**config.mk**
```make
export PLATFORM = sky130hd
export DESIGN_NAME = sorted_process_ready_queue_core_flat
export DESIGN_NICKNAME = d
export VERILOG_FILES = /design/src/hdl/sprq_pkg.sv /design/src/hdl/sprq_req_if.sv /design/src/hdl/sprq_rsp_if.sv /design/src/hdl/sorted_process_ready_queue_core.sv /design/src/hdl/sprq_cell.sv /design/src/flat_wrapper.sv
export SDC_FILE = /design/constraint.sdc
export NUM_CORES = 2
export LEC_CHECK = 0
export BUFFER_PORTS_ARGS = -buffer_cell sky130_fd_sc_hd__buf_2
export CAP_MARGIN = 15
export CORE_MARGIN = 2
export CORE_UTILIZATION = 40
export DETAILED_ROUTE_END_ITERATION = 8
export PLACE_DENSITY_LB_ADDON = 0.08
export SETUP_SLACK_MARGIN = 0.05
export SKIP_CTS_REPAIR_TIMING = 1
export SLEW_MARGIN = 20
export SYNTH_ARGS = -nofsm -noshare
export SYNTH_HDL_FRONTEND = slang
export SYNTH_SLANG_ARGS = --single-unit
```
**constraint.sdc**
```tcl
create_clock -name clk -period 18 [get_ports clk]
set_input_delay 2.7 -clock clk [delete_from_list [all_inputs] [get_ports clk]]
set_output_delay 2.7 -clock clk [all_outputs]
set_load 0.05 [all_outputs]
```
**src/hdl/sprq_pkg.sv**
```systemverilog
// Shared types and codes for the sorted process ready queue.
`timescale 1ns / 1ps

package sprq_pkg;

    localparam int TAG_W   = 8;
    localparam int TIME_W  = 16;
    localparam int OP_W    = 2;
    localparam int STAT_W  = 2;
    localparam int OCC_W   = 5;

    typedef enum logic [OP_W-1:0] {
        OP_APPEND      = 2'd0,
        OP_INS_ARRIVAL = 2'd1,
        OP_INS_BURST   = 2'd2,
        OP_DEQUEUE     = 2'd3
    } op_t;

    typedef enum logic [STAT_W-1:0] {
        ST_DONE  = 2'd0,
        ST_EMPTY = 2'd1,
        ST_FULL  = 2'd2
    } status_t;

    typedef struct packed {
        logic [TAG_W-1:0]  tag;
        logic [TIME_W-1:0] arrival;
        logic [TIME_W-1:0] burst;
    } entry_t;

    // Per-cycle command broadcast to every cell of the chain.
    typedef struct packed {
        logic insert;
        logic by_arrival;
        logic by_burst;
        logic dequeue;
    } cell_ctrl_t;

endpackage

```
**src/hdl/sprq_req_if.sv**
```systemverilog
// Request channel: one queue operation with the entry to insert.
`timescale 1ns / 1ps

interface sprq_req_if;
    logic        valid;
    logic        ready;
    logic [1:0]  operation;
    logic [7:0]  proc_tag;
    logic [15:0] arrival_time;
    logic [15:0] burst_remaining;

    modport source (output valid, output operation, output proc_tag,
                    output arrival_time, output burst_remaining, input ready);
    modport sink   (input valid, input operation, input proc_tag,
                    input arrival_time, input burst_remaining, output ready);
endinterface

```
**src/hdl/sprq_rsp_if.sv**
```systemverilog
// Response channel: status, dequeued entry and occupancy.
`timescale 1ns / 1ps

interface sprq_rsp_if;
    logic        valid;
    logic        ready;
    logic [1:0]  status;
    logic [7:0]  out_tag;
    logic [15:0] out_arrival;
    logic [15:0] out_burst;
    logic [4:0]  occupancy;

    modport source (output valid, output status, output out_tag, output out_arrival,
                    output out_burst, output occupancy, input ready);
    modport sink   (input valid, input status, input out_tag, input out_arrival,
                    input out_burst, input occupancy, output ready);
endinterface

```
**src/hdl/sorted_process_ready_queue_core.sv**
```systemverilog
// Top level of the sorted process ready queue: cell chain, count and response register.
`timescale 1ns / 1ps

// Bounded ready queue of process entries (tag, arrival time, remaining burst).
// Requests arrive on req; each carries an operation: append at tail, insert
// ordered by arrival, insert ordered by burst (both stable), or dequeue head.
// Every request yields exactly one response on rsp with a status (done,
// empty on dequeue, full on dropped insert), the dequeued entry (zero
// otherwise) and the occupancy after the operation.
// The response is registered and becomes valid in the cycle after the request is accepted.
// Throughput: one request per cycle while the response side is not stalled;
// every cell compares its key with the new entry in parallel and the insert
// point ripples down the chain, so the whole chain updates together.
// Reset clears the entry count and the response valid flag; slot contents are
// not cleared and are only read below the count.
// When rsp stalls, the finished response holds and req.ready drops until
// the response is taken; a new request is accepted in the same cycle the
// pending response leaves.
module sorted_process_ready_queue_core #(
    parameter int QUEUE_DEPTH = 16
) (
    input logic      clk,
    input logic      rst_n,
    sprq_req_if.sink   req,
    sprq_rsp_if.source rsp
);
    import sprq_pkg::*;

    localparam int CW = $clog2(QUEUE_DEPTH + 1);

    logic [CW-1:0]  count_reg;
    logic [CW-1:0]  count_next;
    logic           rsp_valid_reg;
    status_t        status_reg;
    status_t        status_next;
    entry_t         head_reg;
    entry_t         head_next;

    logic           accept;
    logic           is_full;
    logic           is_empty;
    op_t            op;
    entry_t         new_entry;
    cell_ctrl_t     ctrl;

    logic   [QUEUE_DEPTH-1:0] valid;
    logic   [QUEUE_DEPTH:0]   found;
    entry_t                   cell_entry [QUEUE_DEPTH];

    logic [CW+OCC_W-1:0] occ_ext;

    // Hold off new requests while a response waits to be taken.
    assign req.ready = !rsp_valid_reg || rsp.ready;
    assign accept    = req.valid && req.ready;

    assign op        = op_t'(req.operation);
    assign new_entry = '{tag: req.proc_tag, arrival: req.arrival_time,
                         burst: req.burst_remaining};

    assign is_full  = (count_reg == CW'(QUEUE_DEPTH));
    assign is_empty = (count_reg == '0);

    // Broadcast command; a blocked operation leaves every cell untouched.
    always_comb
    begin
        ctrl.insert     = accept && (op != OP_DEQUEUE) && !is_full;
        ctrl.by_arrival = (op == OP_INS_ARRIVAL);
        ctrl.by_burst   = (op == OP_INS_BURST);
        ctrl.dequeue    = accept && (op == OP_DEQUEUE) && !is_empty;
    end

    assign found[0] = 1'b0;

    genvar gi;
    generate
        for (gi = 0; gi < QUEUE_DEPTH; gi++)
        begin : g_cell
            entry_t prev_e;
            entry_t next_e;

            // Occupied slots are contiguous from the head.
            assign valid[gi] = (count_reg > CW'(gi));

            if (gi == 0)
            begin : g_head
                assign prev_e = new_entry;
            end
            else
            begin : g_body
                assign prev_e = cell_entry[gi-1];
            end

            if (gi == QUEUE_DEPTH - 1)
            begin : g_tail
                assign next_e = '0;
            end
            else
            begin : g_mid
                assign next_e = cell_entry[gi+1];
            end

            sprq_cell u_cell (
                .clk        (clk),
                .ctrl       (ctrl),
                .valid      (valid[gi]),
                .found_in   (found[gi]),
                .new_entry  (new_entry),
                .prev_entry (prev_e),
                .next_entry (next_e),
                .found_out  (found[gi+1]),
                .entry      (cell_entry[gi])
            );
        end
    endgenerate

    // Status, head capture and count update for the accepted request.
    always_comb
    begin
        count_next  = count_reg;
        status_next = ST_DONE;
        head_next   = '0;
        if (op == OP_DEQUEUE)
        begin
            if (is_empty)
            begin
                status_next = ST_EMPTY;
            end
            else
            begin
                head_next  = cell_entry[0];
                count_next = count_reg - CW'(1);
            end
        end
        else if (is_full)
        begin
            status_next = ST_FULL;
        end
        else
        begin
            count_next = count_reg + CW'(1);
        end
    end

    always_ff @(posedge clk or negedge rst_n)
    begin
        if (!rst_n)
        begin
            count_reg     <= '0;
            rsp_valid_reg <= 1'b0;
        end
        else
        begin
            if (accept)
            begin
                count_reg     <= count_next;
                rsp_valid_reg <= 1'b1;
            end
            else if (rsp.ready)
            begin
                rsp_valid_reg <= 1'b0;
            end
        end
    end

    // Response payload needs no reset; it is qualified by rsp.valid.
    always_ff @(posedge clk)
    begin
        if (accept)
        begin
            status_reg <= status_next;
            head_reg   <= head_next;
        end
    end

    // Report the low bits of the count, zero-extended for shallow queues.
    assign occ_ext = {{OCC_W{1'b0}}, count_reg};

    assign rsp.valid       = rsp_valid_reg;
    assign rsp.status      = status_reg;
    assign rsp.out_tag     = head_reg.tag;
    assign rsp.out_arrival = head_reg.arrival;
    assign rsp.out_burst   = head_reg.burst;
    assign rsp.occupancy   = occ_ext[OCC_W-1:0];

`ifndef SYNTHESIS
    a_count_bound: assert property (@(posedge clk) disable iff (!rst_n)
        count_reg <= CW'(QUEUE_DEPTH))
        else $error("entry count exceeds queue depth");

    a_stall_blocks: assert property (@(posedge clk) disable iff (!rst_n)
        (rsp_valid_reg && !rsp.ready) |-> !accept)
        else $error("request accepted while response stalled");

    a_dequeue_count: assert property (@(posedge clk) disable iff (!rst_n)
        ctrl.dequeue |=> (count_reg == $past(count_reg) - CW'(1)))
        else $error("dequeue did not decrement count");

    a_full_status: assert property (@(posedge clk) disable iff (!rst_n)
        (rsp_valid_reg && (status_reg == ST_FULL)) |-> (count_reg == CW'(QUEUE_DEPTH)))
        else $error("full status reported with free slots");
`endif

endmodule

```
**src/hdl/sprq_cell.sv**
```systemverilog
// One slot of the queue chain: holds an entry, shifts toward tail or head.
`timescale 1ns / 1ps

module sprq_cell (
    input  logic                clk,
    input  sprq_pkg::cell_ctrl_t ctrl,
    input  logic                valid,
    input  logic                found_in,
    input  sprq_pkg::entry_t    new_entry,
    input  sprq_pkg::entry_t    prev_entry,
    input  sprq_pkg::entry_t    next_entry,
    output logic                found_out,
    output sprq_pkg::entry_t    entry
);
    import sprq_pkg::*;

    entry_t entry_reg;
    entry_t entry_next;
    logic   hit;

    // Insert point: first empty slot, or first held key strictly greater.
    assign hit = !valid
               || (ctrl.by_arrival && (new_entry.arrival < entry_reg.arrival))
               || (ctrl.by_burst && (new_entry.burst < entry_reg.burst));

    assign found_out = found_in | hit;

    always_comb
    begin
        entry_next = entry_reg;
        if (ctrl.insert)
        begin
            if (found_in)
                entry_next = prev_entry;
            else if (hit)
                entry_next = new_entry;
        end
        else if (ctrl.dequeue)
        begin
            entry_next = next_entry;
        end
    end

    always_ff @(posedge clk)
    begin
        entry_reg <= entry_next;
    end

    assign entry = entry_reg;

endmodule

```
**src/flat_wrapper.sv**
```systemverilog
// flat-port wrapper written by rule: the top's interface ports become plain ports
module sorted_process_ready_queue_core_flat import sprq_pkg::*;
#(
    parameter int QUEUE_DEPTH = 16
)
  (clk, rst_n, req_valid, req_operation, req_proc_tag, req_arrival_time, req_burst_remaining, req_ready, rsp_valid, rsp_status, rsp_out_tag, rsp_out_arrival, rsp_out_burst, rsp_occupancy, rsp_ready);
  sprq_req_if req_i ();
  sprq_rsp_if rsp_i ();
  input logic clk;
  input logic rst_n;
  input wire logic [$bits(req_i.valid)-1:0] req_valid;
  input wire logic [$bits(req_i.operation)-1:0] req_operation;
  input wire logic [$bits(req_i.proc_tag)-1:0] req_proc_tag;
  input wire logic [$bits(req_i.arrival_time)-1:0] req_arrival_time;
  input wire logic [$bits(req_i.burst_remaining)-1:0] req_burst_remaining;
  output wire logic [$bits(req_i.ready)-1:0] req_ready;
  output wire logic [$bits(rsp_i.valid)-1:0] rsp_valid;
  output wire logic [$bits(rsp_i.status)-1:0] rsp_status;
  output wire logic [$bits(rsp_i.out_tag)-1:0] rsp_out_tag;
  output wire logic [$bits(rsp_i.out_arrival)-1:0] rsp_out_arrival;
  output wire logic [$bits(rsp_i.out_burst)-1:0] rsp_out_burst;
  output wire logic [$bits(rsp_i.occupancy)-1:0] rsp_occupancy;
  input wire logic [$bits(rsp_i.ready)-1:0] rsp_ready;
  assign req_i.valid = req_valid;
  assign req_i.operation = req_operation;
  assign req_i.proc_tag = req_proc_tag;
  assign req_i.arrival_time = req_arrival_time;
  assign req_i.burst_remaining = req_burst_remaining;
  assign req_ready = req_i.ready;
  assign rsp_valid = rsp_i.valid;
  assign rsp_status = rsp_i.status;
  assign rsp_out_tag = rsp_i.out_tag;
  assign rsp_out_arrival = rsp_i.out_arrival;
  assign rsp_out_burst = rsp_i.out_burst;
  assign rsp_occupancy = rsp_i.occupancy;
  assign rsp_i.ready = rsp_ready;
  sorted_process_ready_queue_core #(.QUEUE_DEPTH(QUEUE_DEPTH)) u_core (.clk(clk), .rst_n(rst_n), .req(req_i), .rsp(rsp_i));
endmodule
```
==> Word level (Yosys, flattened, before mapping) <==
Cells that the tools add are included.
{ "classes": {"n_addsub": 2, "n_mux": 71, "eq_ne": 23, "order_cmp": 48, "n_reduce_logical": 110, "n_bitwise": 15} }
{ "ops": {"columns": ["operator", "count"], "rows": [
  ["40-bit 2-to-1 mux", 63],
  ["16-bit less-than comparator", 32],
  ["3-bit inequality test, second input constant", 15],
  ["5-bit by 4-bit greater-than comparator with 1-bit output, second input constant", 8],
  ["1-bit logical AND", 37],
  ["1-bit logical OR", 33],
  ["2-bit AND reduction", 16],
  ["5-bit by 3-bit greater-than comparator with 1-bit output, second input constant", 4],
  ["1-bit zero test", 19],
  ["5-bit 2-to-1 mux", 3],
  ["1-bit OR", 14],
  ["5-bit by 1-bit greater-than comparator with 1-bit output, second input constant", 2],
  ["5-bit by 2-bit greater-than comparator with 1-bit output, second input constant", 2],
  ["2-bit inequality test, second input constant", 4],
  ["5-bit by 1-bit adder with 5-bit output, second input constant", 1],
  ["5-bit == test, second input constant", 1],
  ["5-bit zero test", 1],
  ["5-bit by 1-bit subtractor with 5-bit output, second input constant", 1],
  ["2-bit == test, second input constant", 2],
  ["2-bit 2-to-1 mux", 2],
  ["2-bit nonzero test", 2],
  ["1-bit 2-to-1 mux", 3],
  ["3-bit AND reduction", 1],
  ["2-bit by 1-bit == test with 1-bit output, second input constant", 1],
  ["2 further kinds", 2]
]} }
{ "word_totals": {"elab_cells": 323, "inputBits": 46, "ff_bits": 688} }

==> Longest topological paths before layout <==
{ "logic_depth": {"depth_word": 20, "mapped_depth": 14, "mapped_depth_nobuf": 11} }

==> Modules after synthesis <==
From an unflattened synthesis, not the netlist that was laid out.
{ "unflattened": {"hier_cells": 4742, "hier_area_um2": 47156.5} }
{ "by_module_without_submodules": {"columns": ["mod", "cells_per_inst", "seq_area_each_um2", "n_inst", "area_each_um2"], "rows": [
  ["sprq_cell at u_core.g_cell[0].u_cell ...", 285, 1201.2, 15, 2806.4],
  ["sprq_cell at u_core.g_cell[9].u_cell", 291, 1201.2, 1, 2819.0],
  ["sorted_process_ready_queue_core", 176, 1411.4, 1, 2240.9]
]} }

==> Worst setup path after synthesis <==
No wires, ideal clock.
{ "synth_path": {"path_type": "input port to flip-flop", "start": "input rsp_ready", "end": "register u_core.g_cell[8].u_cell.entry_reg, in the netlist u_core.g_cell[8].u_cell.entry[0], enable pin", "arrival_ns": 8.257, "slack_ns": 9.250, "path_buffers": 3, "path_stages": 7, "t_required_ns": 17.507, "path_cell_list": "nand2b_1 -> and2_1 -> clkbuf_1 -> nand3_1 -> clkbuf_1 -> clkbuf_1 -> o21ai_0"} }
{ "synth_between": {"elab_chain_len": 6} }
{ "synth_lines": {"columns": ["item", "line", "source"], "rows": [
  ["start, declared", "flat_wrapper.sv:23", "input wire logic [$bits(rsp_i.ready)-1:0] rsp_ready;"],
  ["1-bit logical OR (*)", "sorted_process_ready_queue_core.sv:53", "assign req.ready = !rsp_valid_reg || rsp.ready;"],
  ["1-bit logical AND (*)", "sorted_process_ready_queue_core.sv:54", "assign accept = req.valid && req.ready;"],
  ["named net u_core.accept", "sorted_process_ready_queue_core.sv:39", "logic accept;"],
  ["1-bit logical AND, on equally long branches (2 in series)", "sorted_process_ready_queue_core.sv:66, sorted_process_ready_queue_core.sv:69", null],
  ["3-bit inequality test (no line) / 2-bit nonzero test (equally long branches)", null, null],
  ["2-bit AND reduction (no line) (*)", null, null],
  ["end signal, assigned", "sprq_cell.sv:46", "entry_reg <= entry_next;"],
  ["end, declared", "sprq_cell.sv:17", "entry_t entry_reg;"]
]} }
The timed path passes the listed nets; every way through them passes the cells marked *.
A chain may end at the register's enable or synchronous reset.

==> Worst setup path after layout <==
{ "layout_path": {"start": "input req_arrival_time[7]", "end": "register u_core.g_cell[13].u_cell.entry_reg, in the netlist u_core.g_cell[13].u_cell.entry[27], enable pin"} }
{ "layout_between": {"elab_chain_len": 18} }
{ "layout_lines": {"columns": ["item", "line", "source"], "rows": [
  ["start, declared", "flat_wrapper.sv:14", "input wire logic [$bits(req_i.arrival_time)-1:0] req_arrival_time;"],
  ["16-bit less-than comparator", "sprq_cell.sv:23", "|| (ctrl.by_arrival && (new_entry.arrival < entry_reg.arrival))"],
  ["1-bit logical AND", "sprq_cell.sv:23", null],
  ["1-bit logical OR", "sprq_cell.sv:23", null],
  ["1-bit logical OR", "sprq_cell.sv:24", "|| (ctrl.by_burst && (new_entry.burst < entry_reg.burst));"],
  ["1-bit OR (12 in series)", "sprq_cell.sv:26", "assign found_out = found_in | hit;"],
  ["3-bit inequality test (no line) (*)", null, null],
  ["2-bit AND reduction (no line) (*)", null, null],
  ["end signal, assigned", "sprq_cell.sv:46", null],
  ["end, declared", "sprq_cell.sv:17", null]
]} }
Mark *: on every way between the ends. The rest lies on a longest branch, timed or not.

==> results.ini <==
[pwr]
comb_power_share = 0.280
p_int_mw = 3.61
vdd_drop_max_v = 0.0000697
cellLeakagePower_nw = 21.1
clkPwrFrac = 0.314
power_frac_seq = 0.406
p_sw_mw = 1.94
switching_share = 0.350
powerDensity_nw_per_um2 = 110

[timing]
fmax_mhz = 115
setup_viol = 0
fin_skew_ps = 27.7
worst_pin_slew_ps = 1170
rsz0062_at_grt = false
min_period_over_period = 0.483
period_needed_ps = 8690
max-slew-margin-rel = 0.215
final_hold_viol_count = 0
slew_violations = 0
fin_tns_setup_ps = 0

[yosys]
ys_seq_area_frac = 0.448
yosys.area.top_type = edfxtp_1
synth_top_family_by_area = compound AO/OA/AOI/OAI gates
yosys_warnings = 0
syn_avg_cell_area_um2 = 9.82
syn_nets = 5219
yosys.area_share.simple = 0.128
synth-xor-area-share = 0.000761
ys_seq_elements = 688
synth_area_leaders = edfxtp_1, ha_1, nand2_1, mux2i_1, o21ai_0
synth_edf_count = 682
ys_async_sr_fraction = 0.00872
postSynthCellCount = 4687
ys.flop_type = edfxtp_1
synth_compound_area_frac = 0.160
synth_commonest_cells = nand2_1, edfxtp_1, inv_1
muxShareOfSynthArea = 0.0609
yosysMostFrequentCell = nand2_1
yosysUniqueCellTypes = 68
synth_top_area_frac = 0.445
synthAdderAreaFrac = 0.132
post_synth_instance_area_um2 = 46000

[global_routing]
grtUsageMet3 = 0.0286
use_met2 = 0.469
antenna_found_initial = 2
gr-total-overflow = 0
grt_usage = 0.268
grt_max_degree = 165
grt_pass1_wl_mm = 237
use_met1 = 0.338
busiest_layer = met2
grt_pass1_vias = 35700

[setup_path]
critPathMaxStageDelay_ps = 1030
cp_max_fo = 104
path_class = input port to flop
cp-end-kind = flop
cpMostUsedCell = buf_4
rrSetupSlack_ps = 11290
crit_chain = buf_2 -> buf_4 -> ha_1 -> nand2_1 -> nor3_1 -> a21oi_1 -> o41ai_1 -> nand3_4 -> nand4b_2 -> nor3_4 -> buf_6 -> and2_2 -> o21ai_4 -> buf_4
critPathRequiredTime_ps = 18350
slowest_stage = and2_2
cp-start-kind = input port
critPathArrivalTime_ps = 9030

[drt]
via_per_inst = 5.80
drt_iter0_drc = 2919
drt_wl_total_mm = 161
drt-pass1-iter-count = 7
drtAntennaViolNets = 0
drcViolationCount = 0
dr_total_vias = 36100
wl_per_cell_um = 25.8

[final_layout]
nets = 5171
stdcell_area_um2 = 50700
drive_above_1_share = 0.0710
fin_cells = 6216
largest_register_ffs = 640
final_util = 0.444
area_growth_pct = 10.1
diodes = 0

[run]
drv_cap = 0

[clock_network]
cts.path.max_buffers = 3
cts_inserted_buffers = 86
cts_tree = yes
cts.clk_slew.worst_paths_ps = 50
htreeDepth = 3
clockRootBuffer = clkbuf_16
cts.sinks = 688
clk_latency_ps = 690

[die]
core-area_um2 = 114000
initial_core_util = 0.403
die_w_um = 343
io_pins = 95
die_height_um = 343
dieArea_um2 = 118000
rows = 124

[place]
routabilityCongestion = 0.912
place_area_um2 = 48000
dp_hpwl_mm = 112
dp_cells = 6063
port_buffers = 94

[min_path]
hp-class = flop to flop

[run_status]
status = completed

==> layout make-up <==
| class | count | area, µm² |
|---|---|---|
| clock buffer | 113 | 2340 |
| clock inverter | 40 | 384 |
| fill | 11200 | 63500 |
| inverter | 500 | 1880 |
| multi-input combinational | 3185 | 22500 |
| sequential | 688 | 20600 |
| tap | 1512 | 1890 |
| timing repair buffer | 178 | 1130 |
==> stage by stage <==
stage	setup slack [ps]	power (mW)	hold slack (ps)
detailed placement	8270	3.84	528
global placement	8420	3.82	514
CTS	8960	5.59	542
finish	9310	5.55	536
floorplan	9250	3.25	517
global route	8820	5.82	564
==> cell families (layout without fill, tap and decap cells) <==
group,Yosys count,after routing
simple gates,1336,1336
xor+xnor,4,4
flops,688,688
fa+ha+maj,486,486
compound gates,1079,1079
buf+inv,814,831
mux,280,280
==> power by group through the flow <==
stage	Clock, mW	Sequential, mW	Combinational (mW)
after detailed placement	0	2.29	1.55
final	1.74	2.26	1.55
after CTS	1.78	2.26	1.56
after floorplan	0	2.25	1.00
after global routing	1.83	2.28	1.71
after global placement	0	2.29	1.53
==> cell usage in the layout, fill, tap and decap left out, drive strengths merged, types with 7 or more instances in the layout <==
master / count
mux2i: 280
o311ai: 92
a221o: 111
edfxtp: 682
o21ai: 388
a211oi: 48
bufinv: 7
inv: 504
nor3: 51
clkbuf: 113
a21o: 55
nand2b: 31
a211o: 9
nor4: 8
nand2: 818
and3: 7
ha: 486
o211ai: 15
clkinv: 27
a2111oi: 17
nor2b: 18
a31oi: 9
buf: 177
nor2: 114
a41oi: 7
a21oi: 147
nand4: 45
o21a: 19
nand3: 136
o221ai: 125
and2: 86
==> critical path: cells and delay by family <==
family | cells | cell delay, ps
buffers and inverters | 4 | 1420
AOI/OAI and AO/OA | 3 | 960
and+or+nand+nor | 6 | 3460
adders and majority gates | 1 | 340
==> path summary, 6_finish.rpt <==
| path | from | endpoint | cells after the start |
|---|---|---|---|
| worst max-delay path | req_arrival_time[7] | u_core.g_cell[13].u_cell.entry[27] | 14 |
| max in group asynchronous | rst_n | u_core.rsp.occupancy[1] | 1 |
| worst max register to register | u_core.g_cell[0].u_cell.entry[31] | u_core.g_cell[13].u_cell.entry[27] | 11 |
| worst min register to register | u_core.rsp.valid | u_core.rsp.valid | 2 |
| min in group asynchronous | rst_n | u_core.rsp.occupancy[2] | 1 |
| worst min-delay path | u_core.rsp.valid | u_core.rsp.valid | 2 |
==> layer usage <==
layer  vias to the layer above  part of all wire
met2                       917              0.50
met1                     17800              0.42
met5                         -           0.00012
met4                         2             0.042
li1                      17000                 -
met3                       272             0.037
Power figures use the tool's default switching activity.
